==> src/hdl/swrtt_pkg.sv <==
// Package: constants and request/response types of the stop-and-wait sender RTT timer.
`default_nettype none

package swrtt_pkg;

   localparam int SEGMENT_BYTES = 512;
   localparam int HEADER_BYTES  = 20;

   localparam int FLEN_W   = 24;
   localparam int MS_W     = 16;
   localparam int SEQ_W    = 16;
   localparam int LEN_W    = 10;
   localparam int TMO_W    = 19;
   localparam int CNT_W    = 32;
   localparam int BYTE_W   = 40;
   localparam int ACKN_W   = 32;
   localparam int FLAG_W   = 8;
   localparam int ACK_BIT  = 4;

   localparam int CSR_IDX_W  = 2;
   localparam int CSR_DATA_W = 24;

   localparam logic [CSR_IDX_W-1:0] CSR_FILE_LENGTH = 2'd0;
   localparam logic [CSR_IDX_W-1:0] CSR_INITIAL_RTT = 2'd1;
   localparam logic [CSR_IDX_W-1:0] CSR_MIN_TIMEOUT = 2'd2;

   localparam logic [MS_W-1:0] RESET_INITIAL_RTT = 16'd10;
   localparam logic [MS_W-1:0] RESET_MIN_TIMEOUT = 16'd10;

   typedef struct packed {
      logic              ack_arrived;
      logic [FLAG_W-1:0] ack_flag_bits;
      logic [ACKN_W-1:0] acked_number;
      logic [MS_W-1:0]   rtt_sample_ms;
   } req_type;

   typedef struct packed {
      logic [SEQ_W-1:0]  next_sequence;
      logic [LEN_W-1:0]  next_payload_len;
      logic              resend;
      logic [MS_W-1:0]   smoothed_rtt_ms;
      logic [MS_W-1:0]   rtt_deviation_ms;
      logic [TMO_W-1:0]  timeout_ms;
      logic              transfer_done;
      logic [CNT_W-1:0]  segments_sent;
      logic [CNT_W-1:0]  retransmissions;
      logic [BYTE_W-1:0] byte_total;
   } rsp_type;

endpackage

`default_nettype wire

==> src/hdl/stop_and_wait_sender_rtt_timer_core.sv <==
// Top level: stop-and-wait ARQ sender with smoothed RTT and retransmission timeout.
//
//   channel   direction   handshake               payload
//   req_      in          req_valid / req_stall   req_data  (req_type)
//   rsp_      out         rsp_valid / rsp_stall   rsp_data  (rsp_type)
//   csr_      in          csr_valid / csr_ready   csr_index, csr_wdata
//
// One request per cycle while req_stall is low; a response is offered after its request is taken
// (input register, then the state update into the response register).
// The sender state is updated in the second stage, as a request moves to the response register.
// Reset is synchronous; it restores register defaults and restarts the sender.
// req_stall rises only when both stages hold data and rsp_stall is high.
// csr_ready is always high; a valid write to index 0, 1 or 2 restarts the sender (index 3 does not).
`default_nettype none

module stop_and_wait_sender_rtt_timer_core
   import swrtt_pkg::*;
(
   input  wire logic                  clock,
   input  wire logic                  reset,
   input  wire logic                  req_valid,
   output logic                       req_stall,
   input  wire req_type               req_data,
   output logic                       rsp_valid,
   input  wire logic                  rsp_stall,
   output rsp_type                    rsp_data,
   input  wire logic                  csr_valid,
   output logic                       csr_ready,
   input  wire logic [CSR_IDX_W-1:0]  csr_index,
   input  wire logic [CSR_DATA_W-1:0] csr_wdata
);

   localparam int SEG_W   = $clog2(SEGMENT_BYTES + 1);
   localparam int START_W = SEQ_W + SEG_W;
   localparam int CMP_W   = ((START_W > FLEN_W) ? START_W : FLEN_W) + 1;

   function automatic logic [CMP_W-1:0] seg_start(input logic [SEQ_W-1:0] seq);
      seg_start = CMP_W'(seq) * CMP_W'(SEGMENT_BYTES);
   endfunction

   function automatic logic is_done(input logic [SEQ_W-1:0] seq,
                                    input logic [FLEN_W-1:0] flen);
      is_done = (flen == '0) || (seg_start(seq) > CMP_W'(flen));
   endfunction

   function automatic logic [SEG_W-1:0] pay_len(input logic [SEQ_W-1:0] seq,
                                                input logic [FLEN_W-1:0] flen);
      logic [CMP_W-1:0] start;
      start = seg_start(seq);
      if (is_done(seq, flen)) begin
         pay_len = '0;
      end else if (start + CMP_W'(SEGMENT_BYTES) > CMP_W'(flen)) begin
         pay_len = SEG_W'(CMP_W'(flen) - start);
      end else begin
         pay_len = SEG_W'(SEGMENT_BYTES);
      end
   endfunction

   // configuration
   logic [FLEN_W-1:0] flen_ff, flen_in;
   logic [MS_W-1:0]   init_rtt_ff, init_rtt_in;
   logic [MS_W-1:0]   min_tmo_ff, min_tmo_in;
   logic              restart;

   // sender state
   logic [SEQ_W-1:0]  seq_ff, seq_in;
   logic [MS_W-1:0]   rtt_ff, rtt_in;
   logic [MS_W-1:0]   dev_ff, dev_in;
   logic [TMO_W-1:0]  tmo_ff, tmo_in;
   logic [CNT_W-1:0]  sent_ff, sent_in;
   logic [BYTE_W-1:0] bytes_ff, bytes_in;

   // pipeline
   logic              s1_valid_ff, s1_valid_in;
   req_type           s1_data_ff, s1_data_in;
   logic              out_valid_ff, out_valid_in;
   rsp_type           out_data_ff, out_data_in;
   logic              advance;
   logic              req_take;

   // update datapath
   logic              done_cur;
   logic [SEG_W-1:0]  pay_cur;
   logic              seg_ok;
   logic [TMO_W-1:0]  rtt_sum;
   logic [MS_W-1:0]   rtt_new;
   logic [MS_W-1:0]   diff;
   logic [MS_W+1:0]   dev_sum;
   logic [MS_W-1:0]   dev_new;
   logic [TMO_W-1:0]  tmo_sum;
   logic [BYTE_W:0]   bytes_sum;

   assign csr_ready = 1'b1;
   assign advance   = s1_valid_ff && (!out_valid_ff || !rsp_stall);
   assign req_stall = s1_valid_ff && !advance;
   assign req_take  = req_valid && !req_stall;
   assign rsp_valid = out_valid_ff;
   assign rsp_data  = out_data_ff;

   always_comb begin
      flen_in     = flen_ff;
      init_rtt_in = init_rtt_ff;
      min_tmo_in  = min_tmo_ff;
      restart     = 1'b0;
      if (csr_valid) begin
         case (csr_index)
            CSR_FILE_LENGTH: begin
               flen_in = csr_wdata[FLEN_W-1:0];
               restart = 1'b1;
            end
            CSR_INITIAL_RTT: begin
               init_rtt_in = csr_wdata[MS_W-1:0];
               restart     = 1'b1;
            end
            CSR_MIN_TIMEOUT: begin
               min_tmo_in = csr_wdata[MS_W-1:0];
               restart    = 1'b1;
            end
            default: begin
               restart = 1'b0;
            end
         endcase
      end
   end

   always_comb begin
      done_cur  = is_done(seq_ff, flen_ff);
      pay_cur   = pay_len(seq_ff, flen_ff);
      seg_ok    = s1_data_ff.ack_arrived && s1_data_ff.ack_flag_bits[ACK_BIT]
                  && (s1_data_ff.acked_number == ACKN_W'(seq_ff));
      rtt_sum   = (TMO_W'(rtt_ff) << 3) - TMO_W'(rtt_ff) + TMO_W'(s1_data_ff.rtt_sample_ms);
      rtt_new   = rtt_sum[TMO_W-1:3];
      diff      = (s1_data_ff.rtt_sample_ms >= rtt_new) ? s1_data_ff.rtt_sample_ms - rtt_new
                                                        : rtt_new - s1_data_ff.rtt_sample_ms;
      dev_sum   = (MS_W+2)'({dev_ff, 1'b0}) + (MS_W+2)'(dev_ff) + (MS_W+2)'(diff);
      dev_new   = dev_sum[MS_W+1:2];
      tmo_sum   = TMO_W'(rtt_new) + {1'b0, dev_new, 2'b00};
      bytes_sum = {1'b0, bytes_ff} + (BYTE_W+1)'(pay_cur) + (BYTE_W+1)'(HEADER_BYTES);

      seq_in   = seq_ff;
      rtt_in   = rtt_ff;
      dev_in   = dev_ff;
      tmo_in   = tmo_ff;
      sent_in  = sent_ff;
      bytes_in = bytes_ff;

      if (restart) begin
         seq_in   = '0;
         rtt_in   = init_rtt_in;
         dev_in   = '0;
         tmo_in   = TMO_W'((init_rtt_in < min_tmo_in) ? min_tmo_in : init_rtt_in);
         sent_in  = '0;
         bytes_in = '0;
      end else if (advance && !done_cur) begin
         sent_in  = (sent_ff == '1) ? sent_ff : sent_ff + CNT_W'(1);
         bytes_in = bytes_sum[BYTE_W] ? '1 : bytes_sum[BYTE_W-1:0];
         if (seg_ok) begin
            seq_in = (seq_ff == '1) ? seq_ff : seq_ff + SEQ_W'(1);
            rtt_in = rtt_new;
            dev_in = dev_new;
            tmo_in = (tmo_sum < TMO_W'(min_tmo_ff)) ? TMO_W'(min_tmo_ff) : tmo_sum;
         end
      end
   end

   always_comb begin
      out_data_in.next_sequence    = seq_in;
      out_data_in.next_payload_len = LEN_W'(pay_len(seq_in, flen_ff));
      out_data_in.resend           = !done_cur && !seg_ok;
      out_data_in.smoothed_rtt_ms  = rtt_in;
      out_data_in.rtt_deviation_ms = dev_in;
      out_data_in.timeout_ms       = tmo_in;
      out_data_in.transfer_done    = is_done(seq_in, flen_ff);
      out_data_in.segments_sent    = sent_in;
      out_data_in.retransmissions  = (sent_in >= CNT_W'(seq_in)) ? sent_in - CNT_W'(seq_in)
                                                                 : '0;
      out_data_in.byte_total       = bytes_in;

      s1_valid_in  = req_take || (s1_valid_ff && !advance);
      s1_data_in   = req_take ? req_data : s1_data_ff;
      out_valid_in = advance || (out_valid_ff && rsp_stall);
   end

   always_ff @(posedge clock) begin
      if (reset) begin
         flen_ff      <= '0;
         init_rtt_ff  <= RESET_INITIAL_RTT;
         min_tmo_ff   <= RESET_MIN_TIMEOUT;
         seq_ff       <= '0;
         rtt_ff       <= RESET_INITIAL_RTT;
         dev_ff       <= '0;
         tmo_ff       <= TMO_W'((RESET_INITIAL_RTT < RESET_MIN_TIMEOUT) ? RESET_MIN_TIMEOUT
                                                                         : RESET_INITIAL_RTT);
         sent_ff      <= '0;
         bytes_ff     <= '0;
         s1_valid_ff  <= 1'b0;
         out_valid_ff <= 1'b0;
      end else begin
         flen_ff      <= flen_in;
         init_rtt_ff  <= init_rtt_in;
         min_tmo_ff   <= min_tmo_in;
         seq_ff       <= seq_in;
         rtt_ff       <= rtt_in;
         dev_ff       <= dev_in;
         tmo_ff       <= tmo_in;
         sent_ff      <= sent_in;
         bytes_ff     <= bytes_in;
         s1_valid_ff  <= s1_valid_in;
         out_valid_ff <= out_valid_in;
      end
   end

   always_ff @(posedge clock) begin
      s1_data_ff <= s1_data_in;
      if (advance) begin
         out_data_ff <= out_data_in;
      end
   end

   a_resend_not_done: assert property (@(posedge clock) disable iff (reset)
      (rsp_valid && rsp_data.resend) |-> !rsp_data.transfer_done)
      else $error("resend reported on a finished transfer");

   a_done_no_payload: assert property (@(posedge clock) disable iff (reset)
      (rsp_valid && rsp_data.transfer_done) |-> (rsp_data.next_payload_len == '0))
      else $error("payload length non-zero after completion");

   a_stall_cause: assert property (@(posedge clock) disable iff (reset)
      req_stall |-> (s1_valid_ff && out_valid_ff && rsp_stall))
      else $error("request stalled with a free stage");

   a_rsp_hold: assert property (@(posedge clock) disable iff (reset)
      (rsp_valid && rsp_stall) |=> (rsp_valid && $stable(rsp_data)))
      else $error("stalled response changed");

endmodule

`default_nettype wire
==> config.mk <==
export PLATFORM = sky130hd
export DESIGN_NAME = stop_and_wait_sender_rtt_timer_core
export DESIGN_NICKNAME = d
export VERILOG_FILES = /design/src/hdl/swrtt_pkg.sv /design/src/hdl/stop_and_wait_sender_rtt_timer_core.sv
export SDC_FILE = /design/constraint.sdc
export NUM_CORES = 1
export LEC_CHECK = 0
export BUFFER_PORTS_ARGS = -buffer_cell sky130_fd_sc_hd__buf_2
export CELL_PAD_IN_SITES_DETAIL_PLACEMENT = 0
export CELL_PAD_IN_SITES_GLOBAL_PLACEMENT = 1
export CORE_MARGIN = 2
export CORE_UTILIZATION = 42
export CTS_CLUSTER_SIZE = 8
export DETAILED_ROUTE_END_ITERATION = 8
export GPL_ROUTABILITY_DRIVEN = 0
export MAX_ROUTING_LAYER = met4
export PLACE_DENSITY = 0.74
export SYNTH_ARGS = -nofsm -noshare
export SYNTH_HDL_FRONTEND = slang
export SYNTH_SLANG_ARGS = --single-unit
==> constraint.sdc <==
create_clock -name clock -period 13.1 [get_ports clock]
set_input_delay 0.655 -clock clock [delete_from_list [all_inputs] [get_ports clock]]
set_output_delay 0.655 -clock clock [all_outputs]
set_load 0.01 [all_outputs]
# [Yosys cells after proc, flatten, opt, wreduce, memory -nomap -nowiden]
# Index checks and enable logic that the tools add are counted.
[totals] ff_bits=434 in_bits=88 output_inout_bits=186
[classes] addsub=16 magnitude_cmp=8 eq_ne=5 mux=31 bitwise_logic=1 reduce_logical=24
[op_table] op="16-bit two-way mux" count=16
[op_table] op="40-bit two-way mux" count=3
[op_table] op="32-bit two-way mux" count=3
[op_table] op="19-bit two-way mux" count=4
[op_table] op="25-bit by 10-bit adder with 26-bit output, second input constant" count=2
[op_table] op="26-bit by 24-bit > comparator with 1-bit output" count=2
[op_table] op="25-bit by 24-bit > comparator with 1-bit output" count=2
[op_table] op="40-bit by 10-bit adder with 41-bit output" count=1
[op_table] op="41-bit by 5-bit adder with 41-bit output, second input constant" count=1
[op_table] op="32-bit by 1-bit adder with 32-bit output, second input constant" count=1
[op_table] op="32-bit by 16-bit equality test with 1-bit output" count=1
[op_table] op="32-bit equality test, second input constant" count=1
[op_table] op="32-bit by 16-bit greater-or-equal comparator with 1-bit output" count=1
[op_table] op="16-bit subtractor" count=2
[op_table] op="32-bit by 16-bit subtractor with 32-bit output" count=1
[op_table] op="10-bit two-way mux" count=3
[op_table] op="24-bit logical NOT" count=1
[op_table] op="10-bit subtractor" count=2
[op_table] op="16-bit by 18-bit adder with 19-bit output" count=1
[op_table] op="19-bit by 16-bit adder with 19-bit output" count=1
[op_table] op="19-bit by 16-bit less-than comparator with 1-bit output" count=1
[op_table] op="19-bit by 16-bit subtractor with 19-bit output" count=1
[op_table] op="17-bit by 16-bit adder with 18-bit output" count=1
[op_table] op="18-bit by 16-bit adder with 18-bit output" count=1
[op_table] op="15 further kinds" count=32

# [Logic depth before layout (Yosys ltp)]
[logic_depth] word_depth=11 mapped_depth=50 mapped_depth_nobuf=48

# [Worst setup path before layout]
# OpenSTA, ideal clock, no wires.
[synth_timing] path_type="flip-flop to flip-flop" from="register rtt_ff[8]" to="register out_data_ff, in the netlist rsp_data[116], data pin" setup_ps=153 arrival_time_ps=9737 required_time_ps=12947 setup_slack_ps=3210 path_stages_with_launch=47 path_buffers=3 period_less_slack_ps=9890 cell_sequence="dfxtp_1 inv_1 fa_1 inv_1 ha_1 or2_2 a21oi_1 a21oi_1 o21a_1 o21ai_0 nand2_1 a21oi_1 xnor2_1 ha_1 clkbuf_1 and3_1 and2_1 a22o_1 [... 11 more ...] a21o_1 a21oi_1 nor2b_1 o31ai_1 nor2_1 mux2i_1 a221o_1 xnor2_1 ha_1 a21o_1 a21o_1 a21oi_1 o21ai_0 a211oi_1 a21boi_1 buf_2 mux2_2 o22ai_1"
[synth_rtl] item="start: declaration" line_no="stop_and_wait_sender_rtt_timer_core.sv:67" source="logic [MS_W-1:0] rtt_ff, rtt_in;"
[synth_rtl] item="start signal: assignment" line_no="stop_and_wait_sender_rtt_timer_core.sv:203" source="rtt_ff <= rtt_in;"
[synth_rtl] item="end signal: assignment" line_no="stop_and_wait_sender_rtt_timer_core.sv:216" source="out_data_ff <= out_data_in;"
[synth_rtl] item="end: declaration" line_no="stop_and_wait_sender_rtt_timer_core.sv:77" source="rsp_type out_data_ff, out_data_in;"

==> metrics.txt <==
Synth top area share 0.270; status finished, final reports clean; area of the multi-input gates 13800 µm²; Worst-Skew Late Latency 640 ps; CP arrival 11710 ps; clock slew at reported path FFs 60 ps; # resized after CTS 0; Placement Rows 90; worst hold slack 189 ps; Netlist Area Pre-Place 25900 µm²; GRT overflow 0; Final min period 11310 ps; vias post-DR 21100; initial antenna violation count 10; CP max FO 23; Synth Instances 2741; RSZ-0062 raised after global routing false; clock root buffer clkbuf_16; layout cells sized above 1 0.139; DR pass1 iterations 5; ys flop type edfxtp_1; Hold Fails Final Rpt 0; io pins 274; Power per Cell Area 179 nW/µm²; DR iter-0 viols 1515; synth warn 0; Area after DPL 28000 µm²; synthesized area per cell 9.44 µm²; GRT Total Usage 0.237; dominant cells by area after synthesis edfxtp_1 (27%), dfxtp_1 (15%), ha_1 (10%), nor2_1 (4.5%), a21oi_1 (3.7%); Final Max Tran Viols 0; chip height 252 µm; Final ANT Viol Nets 0; residual DRC count 0; first-pass GRT wire length 115000 µm; Peak Freq 88.4 MHz; largest area contributor in the netlist edfxtp_1; CP required 13490 ps; WL per Instance 19.4 µm; Die Wd 252 µm; Final setup viols 0; TritonCTS clock tree built; CTS buffer count 60; # clock sinks 430; Worst-Margin Slew 1140 ps; Vias per Instance 5.51; post-synthesis sequential element count 430; hpwl dp 54800 µm; number of global-route vias before repair 20700; setup tns final 0 ps; min-delay worst type primary input to flip-flop; # fillers 5679; period utilization 0.863; sequential cell area 10900 µm²; Layout Nets 3312; Async S/R FF share, synth 0; synth cell count leaders nor2_1 (309), edfxtp_1 (233), ha_1 (207), nand2_1 (205); post-CTS setup buffer count 0; synth unique cells 83; die area 63600 µm²; cell area after layout 29800 µm²; Crit. End Element flip-flop; number of synthesized flops with an enable pin 233; relative slew slack 0.233; IO buf count 265; clock tree buffer depth 3; largest net degree at the start of global routing 147; Final Skew 44.9 ps; Startpoint Class flip-flop; sequential share of the synthesized area 0.423; core area 60600 µm²; count leader, synth nor2_1; crit path kind flip-flop to flip-flop; CTS Hold Bufs 0; # Max-Cap Violations 0; WL final 74300 µm; H-tree Lvls 2; area grow syn2layout 15.0%; Slowest-stage cell, CP o32a_1; VDD IR max 0.230 mV; Initial Util 0.427; Max stage delay on crit path 870 ps; leak pwr 12.5 nW; Net Count, Synth 3070
[report_power, final]
part           switching, W  internal (W)  total, W
sequential        0.0000231       0.00148   0.00150
combinational       0.00139      0.000965   0.00236
clock              0.000604      0.000865   0.00147
total               0.00202       0.00331   0.00532
[kinds of logic after synthesis]
kind of cell / synth area share
xor+xnor: 0.0521
simple gates: 0.176
flops: 0.423
mux: 0.0375
fa+ha+maj: 0.126
compound gates: 0.139
buf+inv: 0.0456
other cells: 0.000145
[per-layer routing]
layer	share of wire	up-vias	global-route usage
li1	-	10200	-
met1	0.44	10200	0.296
met2	0.48	523	0.394
met3	0.050	141	0.0371
met4	0.030	0	0.0774
met5	0	-	-
[cell type report]
| class | instances | share of cell area |
|---|---|---|
| multi-input combinational | 2002 | 0.463 |
| sequential | 430 | 0.368 |
| timing repair buffer | 291 | 0.0512 |
| clock inverter | 3 | 0.00198 |
| antenna | 9 | 0.000757 |
| inverter | 198 | 0.0252 |
| tap | 782 | 0.0329 |
| clock buffer | 106 | 0.0569 |
[flip-flops by register name (all words and copies together) (netlist names)]
signal and cells:
bytes_ff 40, seq_ff 16, tmo_ff 19, rsp_valid 1, rsp_data 183, rtt_ff 16
init_rtt_ff 16, min_tmo_ff 16, flen_ff 24, dev_ff 16, s1_data_ff 50, s1_valid_ff 1
sent_ff 32
[worst paths after layout]
kind	startpoint	slack, ps	end	depth (start not counted)
setup / recovery	rtt_ff[3]$_SDFF_PP1_	1790	rsp_data[114]$_DFFE_PP_	45
hold / removal	req_data[1]	190	s1_data_ff[1]$_DFFE_PP_	1
setup reg to reg	rtt_ff[3]$_SDFF_PP1_	1790	rsp_data[114]$_DFFE_PP_	45
hold reg to reg	flen_ff[23]$_SDFFE_PP0P_	480	flen_ff[23]$_SDFFE_PP0P_	2
[per-stage QoR]
step | power [W] | std cells | util | setup WS, ps
floorplan | 0.00330 | 2741 | - | 3210
global placement | 0.00381 | 3703 | 0.462 | 2080
detailed placement | 0.00385 | 3703 | 0.462 | 1940
CTS | 0.00536 | 3812 | 0.491 | 1840
global route | 0.00571 | 3820 | 0.491 | 940
finish | 0.00532 | 3821 | 0.491 | 1790
[cells in the final DEF, fill, tap and decap left out, drive strengths merged, types with 20 or more instances in the layout]
master  count
a211oi     21
a21o       52
a21oi     190
a31oi      25
and2       81
and3       29
buf       291
clkbuf    106
dfxtp     197
edfxtp    233
fa         34
ha        207
inv       200
mux2       23
mux2i      71
nand2     205
nand3      50
nand4      47
nor2      309
nor2b      23
nor3       91
o211ai     20
o21a       22
o21ai     118
o22ai      32
xnor2     106
xor2       48
[worst max-delay path: cells and delay by family, from the launching register on]
kind	cells	cell delay, ps
XOR/XNOR	4	980
multiplexers	2	600
AO/OA/AOI/OAI	21	4960
flip-flops	1	330
adder cells (fa/ha/maj)	7	2530
buffers and inverters	3	540
AND/OR/NAND/NOR	8	1120
No activity file was read; power rests on OpenSTA's default activity.
